===== src/hdl/fed_pkg.sv =====
// Shared types and constants for the flag/escape deframer.
`timescale 1ns / 1ps

package fed_pkg;

	localparam int FRAME_BYTES = 1024;
	localparam int FILL_W      = $clog2(FRAME_BYTES + 1);
	localparam int INDEX_W     = 10;
	localparam int LENGTH_W    = 11;

	localparam logic [7:0] FLAG_BYTE     = 8'h7E;
	localparam logic [7:0] ESC_BYTE      = 8'h7D;
	localparam logic [7:0] ESC_CODE_ESC  = 8'h00;
	localparam logic [7:0] ESC_CODE_FLAG = 8'h01;

	typedef struct packed {
		logic [FILL_W-1:0] fill;
		logic              open;
		logic              esc;
	} fed_state_t;

	typedef struct packed {
		logic                dropped;
		logic                stored;
		logic [7:0]          data_byte;
		logic [INDEX_W-1:0]  write_index;
		logic                frame_done;
		logic [LENGTH_W-1:0] frame_length;
	} fed_result_t;

endpackage


===== src/hdl/flag_escape_deframer_core.sv =====
// Top level of the flag/escape byte-stuffing deframer.
`timescale 1ns / 1ps

// Takes one received link byte per transaction and gives exactly one result per byte:
// the destuffed byte with its frame index, drop and frame-done indications. Throughput is
// one byte per clock while results are accepted. Each byte passes an input register and
// then a result register; it moves into the result register, and is offered on the output,
// once the result register is free or being taken. The rate is set by the update of the
// fill/open/escape state, which every byte reads and writes. in_ready is low only while the
// input register holds a byte that cannot move on because a result waits unaccepted.
module flag_escape_deframer_core (
	input  logic                          clk,
	input  logic                          arst_n,
	input  logic                          in_valid,
	output logic                          in_ready,
	input  logic [7:0]                    rx_byte,
	output logic                          out_valid,
	input  logic                          out_ready,
	output logic                          dropped,
	output logic                          stored,
	output logic [7:0]                    data_byte,
	output logic [fed_pkg::INDEX_W-1:0]   write_index,
	output logic                          frame_done,
	output logic [fed_pkg::LENGTH_W-1:0]  frame_length
);

	logic                 valid_s1;
	logic [7:0]           byte_s1;
	logic                 valid_s2;
	fed_pkg::fed_result_t res_s2;
	fed_pkg::fed_state_t  state_q;
	fed_pkg::fed_state_t  state_nxt;
	fed_pkg::fed_result_t res_nxt;
	logic                 advance;

	assign advance  = !valid_s2 || out_ready;
	assign in_ready = !valid_s1 || advance;

	fed_step u_step (
		.rx_byte (byte_s1),
		.cur     (state_q),
		.nxt     (state_nxt),
		.res     (res_nxt)
	);

	always_ff @(posedge clk or negedge arst_n) begin
		if (!arst_n) begin
			valid_s1 <= 1'b0;
			valid_s2 <= 1'b0;
			state_q  <= '0;
		end else begin
			if (in_ready) begin
				valid_s1 <= in_valid;
			end
			if (advance) begin
				valid_s2 <= valid_s1;
				if (valid_s1) begin
					state_q <= state_nxt;
				end
			end
		end
	end

	always_ff @(posedge clk) begin
		if (in_ready && in_valid) begin
			byte_s1 <= rx_byte;
		end
		if (advance && valid_s1) begin
			res_s2 <= res_nxt;
		end
	end

	assign out_valid    = valid_s2;
	assign dropped      = res_s2.dropped;
	assign stored       = res_s2.stored;
	assign data_byte    = res_s2.data_byte;
	assign write_index  = res_s2.write_index;
	assign frame_done   = res_s2.frame_done;
	assign frame_length = res_s2.frame_length;

endmodule


===== src/hdl/fed_step.sv =====
// Destuffing decision for one byte: next deframer state and the result item.
`timescale 1ns / 1ps

module fed_step (
	input  logic                 [7:0] rx_byte,
	input  fed_pkg::fed_state_t        cur,
	output fed_pkg::fed_state_t        nxt,
	output fed_pkg::fed_result_t       res
);

	logic                      full;
	logic                      store;
	logic [7:0]                val;
	logic [fed_pkg::FILL_W-1:0] f;
	logic                      open;
	logic                      esc;
	logic                      drop;
	logic                      done;
	logic [fed_pkg::FILL_W-1:0] len;

	always_comb begin
		full  = (cur.fill == fed_pkg::FILL_W'(fed_pkg::FRAME_BYTES));
		// buffer full: abandon before handling the byte
		f     = full ? '0 : cur.fill;
		open  = full ? 1'b0 : cur.open;
		esc   = full ? 1'b0 : cur.esc;
		drop  = full && (cur.fill != '0);
		done  = 1'b0;
		len   = '0;
		store = 1'b0;
		val   = 8'h00;

		if (rx_byte == fed_pkg::FLAG_BYTE) begin
			if (open) begin
				if (f != '0) begin
					done = 1'b1;
					len  = f;
					f    = '0;
					open = 1'b0;
				end
				esc = 1'b0;
			end else begin
				// opening flag; pending escape is kept
				drop = drop | (f != '0);
				f    = '0;
				open = 1'b1;
			end
		end else if (rx_byte == fed_pkg::ESC_BYTE) begin
			if (esc) begin
				drop = drop | (f != '0);
				f    = '0;
				open = 1'b0;
				esc  = 1'b0;
			end else begin
				esc = 1'b1;
			end
		end else if (rx_byte == fed_pkg::ESC_CODE_ESC || rx_byte == fed_pkg::ESC_CODE_FLAG) begin
			if (esc) begin
				val = (rx_byte == fed_pkg::ESC_CODE_ESC) ? fed_pkg::ESC_BYTE : fed_pkg::FLAG_BYTE;
				esc = 1'b0;
			end else begin
				val = rx_byte;
			end
			store = 1'b1;
		end else begin
			if (esc) begin
				drop = drop | (f != '0);
				f    = '0;
				open = 1'b0;
				esc  = 1'b0;
			end else begin
				val   = rx_byte;
				store = 1'b1;
			end
		end

		res.dropped      = drop;
		res.stored       = store;
		res.data_byte    = store ? val : 8'h00;
		res.write_index  = store ? fed_pkg::INDEX_W'(f) : '0;
		res.frame_done   = done;
		res.frame_length = fed_pkg::LENGTH_W'(len);

		nxt.fill = store ? (f + fed_pkg::FILL_W'(1)) : f;
		nxt.open = open;
		nxt.esc  = esc;
	end

endmodule


===== config.mk =====
export PLATFORM = sky130hd
export DESIGN_NAME = flag_escape_deframer_core
export DESIGN_NICKNAME = d
export VERILOG_FILES = /design/src/hdl/fed_pkg.sv /design/src/hdl/flag_escape_deframer_core.sv /design/src/hdl/fed_step.sv
export SDC_FILE = /design/constraint.sdc
export NUM_CORES = 1
export LEC_CHECK = 0
export ABC_AREA = 1
export BUFFER_PORTS_ARGS = -buffer_cell sky130_fd_sc_hd__buf_2
export CELL_PAD_IN_SITES_DETAIL_PLACEMENT = 0
export CELL_PAD_IN_SITES_GLOBAL_PLACEMENT = 1
export CORE_ASPECT_RATIO = 1.1
export CORE_MARGIN = 4
export CORE_UTILIZATION = 42
export DETAILED_ROUTE_END_ITERATION = 8
export GPL_TIMING_DRIVEN = 0
export PLACE_DENSITY_LB_ADDON = 0.1
export SYNTH_ARGS = -nofsm -noshare
export SYNTH_HDL_FRONTEND = slang
export SYNTH_SLANG_ARGS = --single-unit

===== constraint.sdc =====
create_clock -name clk -period 2.25 [get_ports clk]
set_input_delay 0.3375 -clock clk [delete_from_list [all_inputs] [get_ports clk]]
set_output_delay 0.3375 -clock clk [all_outputs]
set_load 0.01 [all_outputs]

# Yosys cells after proc, flatten, opt, wreduce, memory -nomap -nowiden
# Cells that the tools add are included.
# totals
input_bits	12
register_bits	55
# op_classes
n_reduce_logical	15
n_mux	33
n_eq_ne	4
add_sub_neg	1
bitwise_logic	2
# op_table
cell	n
2-to-1 mux 11 bit	8
2-to-1 mux 8 bit	3
nonzero test 11 bit	2
2-to-1 mux 1 bit	21
equality test 8 x 7 -> 1 bit, second input constant	2
adder 11 x 1 -> 11 bit, second input constant	1
equality test 11 bit, second input constant	1
equality test 8 x 1 -> 1 bit, second input constant	1
logical NOT 8 bit	1
AND reduction 2 bit	2
logical AND 1 bit	3
logical OR 1 bit	3
AND reduction 3 bit	1
OR reduction 3 bit	1
logical NOT 1 bit	2
2-to-1 mux 2 bit	1
NOT 1 bit	1
bitwise OR 1 bit	1

# Depth between registers and ports, before layout
# depth
depth_word	8
depth_mapped	16

# By module
# From an unflattened synthesis, not the netlist that was laid out.
# hier_totals
hier_cells	286
hier_area_um2	2756.4
# by_module_without_submodules
mod	seq_area_each_um2	cells_per_inst	area_each_um2	n_inst
flag_escape_deframer_core	1576.5	106	1805.5	1
fed_step	0.0	180	950.9	1

# Worst setup path before layout
# No wires, ideal clock.
# synth_timing
path_kind	flip-flop to flip-flop
startpoint	reg state_q[4] in the netlist's numbering
endpoint	reg state_q[6] in the netlist's numbering
arrival_time_ns	1.884
setup_slack_ns	0.230
setup_time_ns	0.136
path_buffers	0
stages_incl_launch_ff	14
synth_period_minus_slack_ns	2.020
path_cell_list	dfrtp_1 nor2_1 nand2_1 nor3_2 nand4_2 nand2_4 inv_2 nor2_1 ha_1 inv_1 nor2_1 nand3_1 xnor2_1 o21ai_0
# synth_between
elab_chain_len	8
word_cells_on_any_way	17
# synth_lines
item	line_no	text
start: declaration	flag_escape_deframer_core.sv:31	fed_pkg::fed_state_t state_q;
start signal: assignment	flag_escape_deframer_core.sv:58	state_q <= state_nxt;
equality test 11 bit	fed_step.sv:22	full = (cur.fill == fed_pkg::FILL_W'(fed_pkg::FRAME_BYTES));
2-to-1 mux 11 bit or 2-to-1 mux 1 bit (tied branches)	fed_step.sv:24, fed_step.sv:26	
nonzero test 11 bit or 2-to-1 mux 11 bit (tied branches)	fed_step.sv:35, fed_step.sv:49, fed_step.sv:66	
2-to-1 mux 11 bit, on equally long branches	fed_step.sv:35, fed_step.sv:57	
2-to-1 mux 11 bit, on equally long branches	fed_step.sv:34, fed_step.sv:48	
2-to-1 mux 11 bit *	fed_step.sv:33	if (rx_byte == fed_pkg::FLAG_BYTE) begin
via u_step.f, one bit	fed_step.sv:14	logic [fed_pkg::FILL_W-1:0] f;
adder 11 x 1 -> 11 bit *	fed_step.sv:84	nxt.fill = store ? (f + fed_pkg::FILL_W'(1)) : f;
2-to-1 mux 11 bit *	fed_step.sv:84	
# Mark *: on every way through the listed nets, which the timed path passes. The rest lies on a longest branch.
# A chain may end at the register's enable or synchronous reset.

# Worst setup path in the final report
# layout_timing
startpoint	reg state_q[9] in the netlist's numbering
endpoint	reg state_q[6] in the netlist's numbering
# The elaborated chain is that of the path after synthesis.

==> flow_metrics.tcl <==
set metrics [dict create \
    outcome "complete, no violations" \
    clock.fmax_mhz 472 \
    drc 0 \
    fin_crit_ns 2.12 \
    place_congestion 0.768 \
    fin_util_pct 53.4 \
    ir_drop_mv 0.383 \
    synth.net_count 263 \
    grt_max_degree 42 \
    syn_area_per_cell_um2 9.96 \
    wl_per_cell_um 12.7 \
    max_slew_margin_pct 63.2 \
    diodes 0 \
    die-area_um2 7230 \
    p_leak_nw 1.32 \
    die_h_um 88.8 \
    cp-end-kind "flip-flop" \
    drtPass1Iterations 4 \
    synthTopCellsByCount "nor2_1, edfxtp_1, nand2_1" \
    coreArea_um2 5770 \
    hold_path.class "in -> reg" \
    critPathMaxFanout 5 \
    grt-ovfl-total 0 \
    syn-cell-area_um2 2490 \
    ys_seq_area_share_pct 63.3 \
    antenna_found_initial 0 \
    yosysUniqueCellTypes 30 \
    cp.required_ns 2.43 \
    clk_latency_ns 0.31 \
    fp-row-count 29 \
    clock-root-buffer "clkbuf_8" \
    drv_cap 0 \
    worstMarginPinSlew_ns 0.552 \
    synth_edf_count 40 \
    critPathKind "reg -> reg" \
    drive_above_1_share_pct 30.4 \
    final_nets 325 \
    yosysTopAreaCellShare_pct 48.2 \
    clk_pin_slew_ns 0.10 \
    wl_um 4960 \
    yosysMostFrequentCell "nor2_1" \
    synthCells 250 \
    vias_per_cell 4.65 \
    r2r_slack_ns 0.13 \
    finalMaxSlewViolations 0 \
    grt_pass1_wl_um 8330 \
    power-per-cell-area_nw_per_um2 860 \
    cts_tree "done" \
    async_reset_ff_share_pct 27.3 \
    fin_skew_ns 0.00884 \
    portBuffers 45 \
    ys_top_cells_by_area "edfxtp_1, dfrtp_1, nor2_1" \
    hold_viol_final 0 \
    place_hpwl_um 3460 \
    min_period_over_period_pct 94.2 \
    n_fill_cell 549 \
    yosysWarningCount 0 \
    final_antenna_net_count 0 \
    grt_pass1_vias 1728 \
    synth_top_cell_by_area "edfxtp_1" \
    clockBufferDepth 2 \
    cts_buffers 5 \
    area_growth_pct 23.6 \
    synthFlopType "edfxtp_1" \
    critPathArrivalTime_ns 2.30 \
    first_iter_violations 78 \
    ios 46 \
    htreeDepth 2 \
    total_power_mw 2.65 \
    synth_seq_cells 55 \
    die_x_um 81.4 \
    start_kind "flip-flop" \
    num_vias 1813 \
    cts_sinks 55 \
    start_util_pct 43.2 \
    grt_usage_pct 15.2 \
    setup_viol 0 \
]
-- placed cells by master, fill, tap and decap left out, drive strengths merged --
master,instances
nand2,45
inv,36
a21oi,6
nand3,16
edfxtp,40
xnor2,2
a31oi,1
o21ai,7
clkinv,3
o31ai,1
dfrtp,15
o22ai,2
buf,55
clkinvlp,1
xor2,1
nor2,59
clkbuf,8
o211ai,1
nor3,4
nand4,7
ha,1
dlygate4sd3,1
a22oi,1
-- worst paths after layout --
kind / startpoint / end / depth (start not counted)
max: state_q[9] / state_q[6] / 13
min: rx_byte[4] / byte_s1[4] / 1
max reg2reg: state_q[9] / state_q[6] / 13
min reg2reg: state_q[12] / state_q[12] / 2
max in group asynchronous: arst_n / state_q[4] / 2
min in group asynchronous: arst_n / state_q[2] / 2
-- power breakdown --
part,internal (mW),total (mW),leakage [nW],switching [mW]
registers,1.27,1.33,0.592,0.0630
clock network,0.218,0.538,0.0418,0.320
logic,0.287,0.779,0.690,0.492
total,1.77,2.65,1.32,0.876
-- metal layers --
layer / vias up / GRT usage, % / part of all wire, %
met1: 831 / 19.3 / 45
met5: - / 0 / 0
met4: 0 / 4.76 / 0.58
li1: 943 / - / -
met2: 37 / 25.7 / 50
met3: 2 / 3.56 / 4.5
-- flip-flops by register name, indices dropped and copies added, names as in the netlist --
| register | count |
|---|---|
| byte_s1 | 8 |
| out_valid | 1 |
| data_byte | 8 |
| write_index | 10 |
| frame_length | 11 |
| frame_done | 1 |
| stored | 1 |
| dropped | 1 |
| state_q | 13 |
| valid_s1 | 1 |
-- what timing repair did --
action                                 CTS  global route
setup endpoints to repair                5             8
hold buffers                             1             0
resized for setup                        9            19
buffers inserted                         3             6
pin swaps                                2            11
endpoints found under the hold margin   15             0
-- per-stage QoR --
step	hold WS [ns]	instances	instance area (um^2)	setup WS [ns]	setup TNS, ns
after floorplan	0.0419	250	2490	0.230	0
after global placement	0.292	372	2810	-0.148	-0.606
after detailed placement	0.290	372	2810	-0.155	-0.585
after CTS	0.196	384	2980	0.00229	0
after global routing	0.183	390	3080	-0.0429	-0.0429
final	0.205	390	3080	0.129	0
-- worst max-delay path, stage by stage (launching register included) --
cell and delay (ns):
dfrtp_1 0.43, nor2_1 0.14, nand2_2 0.11, nor3_4 0.22, nand4_4 0.15, nand2_8 0.12
inv_4 0.06, nor2_4 0.13, ha_4 0.14, inv_1 0.04, nor2_2 0.11, nand3_1 0.10
xnor2_1 0.17, o21ai_1 0.07
-- logic make-up after synthesis --
group	Yosys count	synth area share (%)
AOI/OAI and AO/OA	19	4.27
buffers and inverters	41	6.33
and+or+nand+nor	131	24.5
adders and majority gates	1	0.502
xor gates and xnor gates	3	1.06
DFF	55	63.3
-- layout make-up --
class	count	area [um^2]	area share [%]
clock buffers	5	68.8	2.24
repair buffers	55	303	9.84
flip-flops and latches	55	1580	51.3
well taps	77	96.3	3.13
multi-input cells	154	850	27.6
inverters	37	143	4.63
plain buffers	4	20.0	0.650
clock inverters	3	20.0	0.650
No activity file was read; power rests on OpenSTA's default activity.
